==> src/hw/rtl/assert_macros.svh <==
// Assertion macros shared by the RTL of the spin update block.
// No dependencies; define NO_ASSERTIONS to compile the checks out.
`ifndef ASSERT_MACROS_SVH
`define ASSERT_MACROS_SVH

`ifndef NO_ASSERTIONS

// The consequent must hold in the same cycle as the antecedent.
`define ASSERT_IMPLIES(label, clk, rst_n, ante, cons, msg) \
    label: assert property (@(posedge clk) disable iff (!rst_n) (ante) |-> (cons)) \
        else $error(msg);

// The consequent must hold in the cycle after the antecedent.
`define ASSERT_NEXT(label, clk, rst_n, ante, cons, msg) \
    label: assert property (@(posedge clk) disable iff (!rst_n) (ante) |=> (cons)) \
        else $error(msg);

`else

`define ASSERT_IMPLIES(label, clk, rst_n, ante, cons, msg)
`define ASSERT_NEXT(label, clk, rst_n, ante, cons, msg)

`endif

`endif

==> src/hw/rtl/msu_pkg.sv <==
// Shared types and constants of the Metropolis spin update block.
// No dependencies; used by msu_cfg and metropolis_ising_spin_update.
package msu_pkg;

    // Acceptance thresholds: five registers, each two 17-bit thresholds.
    localparam int NUM_THR = 5;
    localparam int THR_W   = 17;
    localparam int REG_W   = 2 * THR_W;

    // Configuration port geometry: 64-bit data, registers at 8*i.
    localparam int CFG_DW  = 64;
    localparam int CFG_AW  = 6;
    localparam int IDX_LSB = 3;
    localparam int IDX_W   = 3;

    // Stream payloads.
    localparam int COORD_W = 8;
    localparam int RAND_W  = 16;
    localparam int IN_W    = 32;
    localparam int NSUM_W  = 4;
    localparam int MAG_W   = 18;
    localparam int OUT_W   = 24;

    typedef logic [NUM_THR-1:0][REG_W-1:0] thr_bank_t;

    // One APB request as seen by the register file.
    typedef struct packed {
        logic              psel;
        logic              penable;
        logic              pwrite;
        logic [CFG_AW-1:0] paddr;
        logic [CFG_DW-1:0] pwdata;
    } apb_req_t;

endpackage

==> src/hw/rtl/msu_cfg.sv <==
// APB register file for the five acceptance threshold registers.
// Depends on msu_pkg for the request struct and the register geometry.
module msu_cfg
    import msu_pkg::*;
(
    input  logic              clk,
    input  logic              rst_n,
    input  apb_req_t          req,
    output logic [CFG_DW-1:0] prdata,
    output logic              pready,
    output thr_bank_t         thr_bank
);

    thr_bank_t        thr_bank_reg;
    thr_bank_t        thr_bank_next;
    logic             wr_en;
    logic [IDX_W-1:0] idx;

    assign pready = 1'b1;
    assign wr_en  = req.psel && req.penable && req.pwrite && pready;
    assign idx    = req.paddr[IDX_LSB +: IDX_W];

    // Register writes; an index beyond the list is ignored.
    always_comb
    begin
        thr_bank_next = thr_bank_reg;
        for (int i = 0; i < NUM_THR; i++)
        begin
            if (wr_en && idx == IDX_W'(i))
            begin
                thr_bank_next[i] = req.pwdata[REG_W-1:0];
            end
        end
    end

    always_ff @(posedge clk or negedge rst_n)
    begin
        if (!rst_n)
        begin
            thr_bank_reg <= '0;
        end
        else
        begin
            thr_bank_reg <= thr_bank_next;
        end
    end

    // Read back; unused addresses read as zero.
    always_comb
    begin
        prdata = '0;
        for (int i = 0; i < NUM_THR; i++)
        begin
            if (idx == IDX_W'(i))
            begin
                prdata = CFG_DW'(thr_bank_reg[i]);
            end
        end
    end

    assign thr_bank = thr_bank_reg;

endmodule

==> config.mk <==
export PLATFORM = sky130hd
export DESIGN_NAME = msu_cfg
export DESIGN_NICKNAME = d
export VERILOG_FILES = /design/src/hw/rtl/assert_macros.svh /design/src/hw/rtl/msu_pkg.sv /design/src/hw/rtl/msu_cfg.sv
export SDC_FILE = /design/constraint.sdc
export NUM_CORES = 1
export LEC_CHECK = 0
export BUFFER_PORTS_ARGS = -buffer_cell sky130_fd_sc_hd__buf_2
export CAP_MARGIN = 20
export CORE_MARGIN = 2
export CORE_UTILIZATION = 45
export CTS_CLUSTER_SIZE = 20
export DETAILED_ROUTE_END_ITERATION = 16
export PLACE_DENSITY = 0.7
export REMOVE_ABC_BUFFERS = 1
export SYNTH_ARGS = -nofsm -noshare
export SYNTH_HDL_FRONTEND = slang
export SYNTH_SLANG_ARGS = --single-unit
==> constraint.sdc <==
create_clock -name clk -period 2.9 [get_ports clk]
set_clock_uncertainty 0.2 [all_clocks]
set_input_delay 0.58 -clock clk [delete_from_list [all_inputs] [get_ports clk]]
set_output_delay 0.58 -clock clk [all_outputs]
set_load 0.02 [all_outputs]
---- Word-level counts from Yosys, hierarchy flattened ----
Index checks and enable logic that the tools add are counted.
operators by class
  eq/ne operators ......................... 4
  multiplexer cells ....................... 5
  reduce and logical (&&, ||, !) cells .... 8
operator list
  kind                                            number
  two-way mux 64 bit                              4
  two-way mux 34 bit                              1
  logical AND 1 bit                               7
  == test 3 x 2 -> 1 bit (second input constant)  2
  == test 3 x 1 -> 1 bit (second input constant)  1
  == test 3 bit (second input constant)           1
  logical NOT 3 bit                               1
storage, ports and cells
  bits in registers ....................... 170
  input bits .............................. 75
  output and inout bits ................... 235
  word-level logic and storage cells ...... 22

---- Logic depth before layout (Yosys ltp) ----
Gate-level depths: netlist (run 1).
  depth after elaboration ................. 6
  gate-level depth with buffers ........... 6
  mapped depth without buffers ............ 3

---- Worst setup path after synthesis (run 1) ----
OpenSTA, ideal clock, no wires.
  path kind ............................... input -> output
  start point ............................. input req[69] (netlist bit)
  end point ............................... output prdata[18]
  arrival time ............................ 1.826 ns
  data required time ...................... 2.120 ns
  setup slack ............................. 0.294 ns
  cell stages on the path ................. 6
  path buffers ............................ 3
  cell sequence ........................... buf_2 nand2b_1 clkbuf_1 clkbuf_1 o22a_1 a21oi_1
on the way
  cells in the longest elaborated chain, start to end .. 6
  elaborated cells between the ends (all ways) .. 10
  classes of those cells .................. eq/ne (4); mux (5); reduce/logical (1)
RTL lines
  element                           RTL line       RTL
  start, declared                   msu_cfg.sv:8   input apb_req_t req,
  logical NOT 3 bit                 msu_cfg.sv:54  if (idx == IDX_W'(i))
  two-way mux 34 bit                msu_cfg.sv:54
  two-way mux 64 bit (3 in series)  msu_cfg.sv:54
  two-way mux 64 bit *              msu_cfg.sv:54
  end, declared                     msu_cfg.sv:9   output logic [CFG_DW-1:0] prdata,
Mark *: on every way between the ends. The rest lies on a longest branch, timed or not.

---- Final worst setup path (run 1) ----
  start point ............................. input req[68] (netlist bit)
  end point ............................... output prdata[24]
Same word-level chain as after synthesis.

==> results.json, run 1 <==
{
  "outcome": "completed",
  "wire_per_inst_um": 19.4,
  "reg2reg_depth": 1,
  "path_clk_slew_ps": 70,
  "dr.pass1.iters": 4,
  "diodes": 0,
  "drv_cap": 0,
  "grt_pass1_vias": 5785,
  "ys_top_cells_by_area": "dfrtp_1, mux2_2, mux2_4, mux2i_1, buf_4",
  "layoutNonFillerInstCount": 1105,
  "hold_violations": 0,
  "synth_xor_area_share_pct": 0,
  "clockBufferDepth": 2,
  "synth_mux_area_share_pct": 30.3,
  "synth_ff_type": "dfrtp_1",
  "critPathMaxStageDelay_ps": 330,
  "vias": 5819,
  "p_leak_nw": 5.31,
  "nFillCells": 1510,
  "largest_reg_flops": 170,
  "clkSinkCount": 170,
  "r2r_setup_slack_ps": 1890,
  "ys_types": 29,
  "tns_ps": 0,
  "worstSetupStartpoint": "req[68]",
  "setup_viol": 0,
  "slew_headroom_pct": 64.1,
  "finalCriticalPeriod_ps": 2710,
  "root_buffer": "clkbuf_16",
  "synth_compound_area_share_pct": 5.79,
  "final_util_pct": 57.0,
  "cts_tree": "yes",
  "fp.dieH_um": 138,
  "overflow": 0,
  "cp-endpoint": "prdata[24]",
  "worst_ep_arrival_time_ps": 1930,
  "h-tree-depth": 4,
  "required_ps": 2120,
  "place_congestion": 0.777,
  "dieWidth_um": 138,
  "ios": 310,
  "register_area_mm2": 0.00425,
  "insertion_delay_ps": 420,
  "via_per_inst": 5.27,
  "syn_area_mm2": 0.00810,
  "dpl.hpwl_um": 14100,
  "synthSimpleGateAreaFrac_pct": 5.19,
  "layout-drive-gt1-share_pct": 54.3,
  "crit_type": "input pin to output pin",
  "slowest_stage": "or2_2",
  "multi_input_area_mm2": 0.00348,
  "tightest_slew_ps": 538,
  "synth_top_area_share_pct": 52.5,
  "portBuffers": 245,
  "ir_worst_vdd_uv": 408,
  "placementRows": 49,
  "finalPower_mw": 7.76,
  "ctsHoldBuffers": 1,
  "min_path_type": "input pin to flip-flop",
  "cts_setup_buffers": 0,
  "synth_fa_ha_area_share_pct": 0,
  "synth_edf_count": 0,
  "synth.avg_cell_area_um2": 13.3,
  "final_antenna_net_count": 0,
  "numCtsBuffers": 17,
  "async_reset_ff_share_pct": 100,
  "r2r_start": "thr_bank[65]",
  "critPathMaxFanout": 22,
  "synth-warning-count": 0,
  "whs_path_depth": 2,
  "antenna_found_initial": 0,
  "yosys_register_bits": 170,
  "coreArea_mm2": 0.0178,
  "crit_chain": "buf_2, or2_2, buf_4, o22a_1, a21oi_1, buf_2",
  "cpMostUsedCell": "buf_2",
  "worstHoldStart": "req[27]",
  "ys_seq_area_share_pct": 52.5,
  "syn_inst": 610,
  "yosysMostFrequentCell": "dfrtp_1",
  "max_freq_ghz": 0.368,
  "fin_nets": 938,
  "rr_endpoint": "thr_bank[65]",
  "track_usage_pct": 22.7,
  "area_growth_pct": 25.6,
  "cp-start-kind": "input pin",
  "post_cts_resized": 0,
  "dp.cells": 1072,
  "start_util_pct": 45.4,
  "dr.first_iter.drc_count": 277,
  "finalMaxSlewViolations": 0,
  "die_area_mm2": 0.0191,
  "grt_max_degree": 56,
  "crit_path_end_kind": "output pin",
  "wirelength_um": 21500,
  "grt_pass1_wl_um": 33900,
  "synth_commonest_cells": "dfrtp_1, mux2_2, nor2_1",
  "synth_top_family_by_area": "multiplexers",
  "synth_top_area_cell": "dfrtp_1",
  "rsz0062_at_grt": "false",
  "power_density_mw_per_mm2": 763,
  "finalInstanceArea_mm2": 0.0102,
  "drc": 0,
  "fin_crit_sh_pct": 93.6,
  "placed_area_mm2": 0.00955
}
==> power by group <==
part	internal [mW]	switching (mW)	total (mW)
registers	2.84	0.360	3.20
clock network	1.39	0.972	2.36
logic	0.915	1.29	2.21
total	5.14	2.63	7.76
==> layout make-up <==
type                    instances  area share, %
flip-flops and latches        170           41.8
well taps                     229           2.82
repair buffers                274           15.1
clock inverters                13           1.64
multi-input cells             400           34.2
clock buffers                  19           4.35
==> layer usage <==
layer	wire length, um	global-route usage (%)	vias up
li1	-	-	2610
met1	9530	30.6	2971
met2	10300	36.9	219
met3	1390	5.65	19
met4	264	6.23	0
met5	0	0	-
==> through the flow <==
stage / hold slack [ps] / setup WS (ps)
after global routing: 235 / 70.4
after floorplan: 84.4 / -52.9
final: 230 / 185
after global placement: 295 / 200
after detailed placement: 301 / 208
after CTS: 220 / 201
==> layout by cell type (no fill, tap or decap), drive strengths merged, types with 3 or more instances in the layout <==
| cell type | instances |
|---|---|
| nor3b | 3 |
| nand2 | 26 |
| o22a | 25 |
| nor2 | 54 |
| clkinvlp | 3 |
| clkbuf | 19 |
| inv | 3 |
| o22ai | 9 |
| a21oi | 25 |
| bufinv | 3 |
| conb | 31 |
| dfrtp | 170 |
| clkinv | 4 |
| mux2i | 43 |
| a21o | 8 |
| buf | 273 |
| mux2 | 170 |
==> worst max-delay path, delay by kind of cell <==
kind            cells  cell delay (ps)
buf+inv             3              620
compound gates      2              380
simple gates        1              330
==> cell families after synthesis <==
kind of cell	Yosys count
multiplexers	213
other	2
buffers and inverters	69
AO/OA/AOI/OAI	68
AND/OR/NAND/NOR	88
flip-flops	170
==> how the worst min path moves through the flow <==
stage | slack [ps] | endpoint
6_report | 230 | thr_bank[61]
4_1_cts | 220 | thr_bank[56]
5_1_grt | 230 | thr_bank[43]
3_5_place_dp | 300 | thr_bank[24]
3_3_place_gp | 290 | thr_bank[24]
2_1_floorplan | 80 | thr_bank[0]
Note: power is estimated with default switching activity, not from simulation.
==> inputs of run 2 (changes only) <==
- ABC_AREA: default -> 1
- PLACE_DENSITY: 0.7 -> 0.71
- SKIP_LAST_GASP: default -> 1
==> run 2 against run 1 <==
  * Global-route usage grew 1.9 points
  * Register-to-register slack gained 80 ps
  * First-iteration DRC count grew 69%
  * Worst hold slack gained 30 ps
  * Setup slack gained 73 ps
  * Sequential power shrank 2%
  * Clock power is essentially flat
  * Critical path depth grew 2
  * Critical endpoint is now prdata[20]
  * Largest cell class unchanged
==> results.json, run 2 <==
{
  "place_congestion": 0.797,
  "ys_types": 23,
  "die_area_mm2": 0.0185,
  "synth.avg_cell_area_um2": 8.14,
  "fin_crit_sh_pct": 91.1,
  "setup_viol": 0,
  "syn_inst": 962,
  "dr.pass1.iters": 5,
  "portBuffers": 245,
  "crit_type": "input pin to output pin",
  "final_util_pct": 57.2,
  "insertion_delay_ps": 420,
  "tightest_slew_ps": 657,
  "synth_top_area_share_pct": 54.3,
  "cts_tree": "yes",
  "synth_top_area_cell": "dfrtp_1",
  "synth_ff_type": "dfrtp_1",
  "grt_pass1_wl_um": 35100,
  "tns_ps": 0,
  "r2r_start": "thr_bank[29]",
  "fp.dieH_um": 136,
  "fin_nets": 1263,
  "async_reset_ff_share_pct": 100,
  "required_ps": 2120,
  "start_util_pct": 45.6,
  "final_cell_mix": "nand2_1, buf_2, dfrtp_1",
  "min_path_type": "input pin to flip-flop",
  "area_growth_pct": 25.6,
  "yosys_register_bits": 170,
  "placementRows": 48,
  "layout_setup_ws_ps": 259,
  "worst_ep_arrival_time_ps": 1860,
  "crit_path_end_kind": "output pin",
  "ys_seq_area_share_pct": 54.3,
  "clockBufferDepth": 2,
  "drv_cap": 0,
  "via_per_inst": 4.97,
  "clkSinkCount": 170,
  "largest_reg_flops": 170,
  "yosysMostFrequentCell": "nand2_1",
  "diodes": 0,
  "layout_commonest_cell": "nand2_1",
  "dr.first_iter.drc_count": 468,
  "overflow": 0,
  "synth-warning-count": 0,
  "ys_top_cells_by_area": "dfrtp_1, nand2_1, o21ai_0, nand3_1, inv_1",
  "drc": 0,
  "grt_pass1_vias": 6430,
  "ios": 310,
  "track_usage_pct": 24.6,
  "layout-drive-gt1-share_pct": 26.1,
  "h-tree-depth": 4,
  "wire_per_inst_um": 15.7,
  "cp-start-kind": "input pin",
  "finalCriticalPeriod_ps": 2640,
  "synth_commonest_cells": "nand2_1, dfrtp_1, o21ai_0",
  "hold_violations": 0,
  "vias": 7081,
  "place_ws_ps": 243,
  "syn_area_mm2": 0.00783,
  "root_buffer": "clkbuf_16",
  "power_density_mw_per_mm2": 761,
  "p_leak_nw": 5.42,
  "rsz0062_at_grt": "false",
  "finalMaxSlewViolations": 0,
  "cts_setup_buffers": 0,
  "antenna_found_initial": 0,
  "max_freq_ghz": 0.379,
  "coreArea_mm2": 0.0172,
  "wirelength_um": 22400,
  "final_antenna_net_count": 0,
  "dieWidth_um": 136,
  "critPathMaxFanout": 24,
  "outcome": "completed",
  "dpl.hpwl_um": 14900,
  "post_cts_resized": 0,
  "worstSetupStartpoint": "req[69]",
  "ir_worst_vdd_uv": 393,
  "worstHoldStart": "req[11]",
  "slew_headroom_pct": 56.2,
  "numCtsBuffers": 17,
  "grt_max_degree": 69,
  "path_clk_slew_ps": 60,
  "synth_edf_count": 0
}
run 2: logic make-up (layout without fill, tap and decap cells):
group	count (synthesis)	count (layout)	synth area share, %
flip-flops	170	170	54.3
other	2	31	0.0959
AND/OR/NAND/NOR	455	455	24.5
buffers and inverters	165	375	10.1
AO/OA/AOI/OAI	170	170	11.1
run 2: metal layers:
layer	wire length [um]	up-vias	track usage, %	share of wire (%)
met5	0	-	0	0
met4	329	0	7.29	1.5
met3	1390	25	4.92	6.2
li1	-	3493	-	-
met1	9680	3317	32.8	43
met2	11000	246	40.8	49
run 2: report_power, final:
part	leakage, nW	switching, mW	internal [mW]
Combinational	2.92	1.35	0.636
Clock	0.289	0.931	1.41
Sequential	2.21	0.336	2.81
run 2: what timing repair did:
| item | in CTS | in global routing |
|---|---|---|
| hold buffers | 1 | 0 |
| endpoints found under the hold margin | 51 | 0 |
| setup endpoints to repair | 0 | 0 |
run 2: area by class of cell:
type / count / area (um^2)
fillers: 1640 / 7340
flip-flops and latches: 170 / 4250
multi-input cells: 656 / 2910
repair buffers: 271 / 1510
clock buffers: 23 / 468
well taps: 225 / 282
inverters: 72 / 270
clock inverters: 9 / 139
run 2: worst paths after layout:
path,endpoint,slack [ps],cells past startpoint
min in group asynchronous,thr_bank[152],500,2
min,thr_bank[147],260,3
max in group asynchronous,thr_bank[142],1320,3
max,prdata[20],260,8
min reg2reg,thr_bank[58],300,2
max reg2reg,thr_bank[29],1970,2
run 2: worst max-delay path, stage by stage:
cell and delay, ps:
buf_2 120, inv_2 280, buf_4 370, nand4_1 140, nand2_1 90, nor2_1 50
nand3_1 60, buf_2 160
run 2: through the flow:
step | hold slack (ps) | instance area [um^2] | power, mW | cells
floorplan | 84.4 | 7420 | 4.33 | 898
global route | 283 | 9830 | 7.88 | 1426
finish | 260 | 9830 | 7.48 | 1426
CTS | 249 | 9830 | 7.53 | 1426
global placement | 285 | 9220 | 5.15 | 1393
detailed placement | 290 | 9220 | 5.19 | 1393
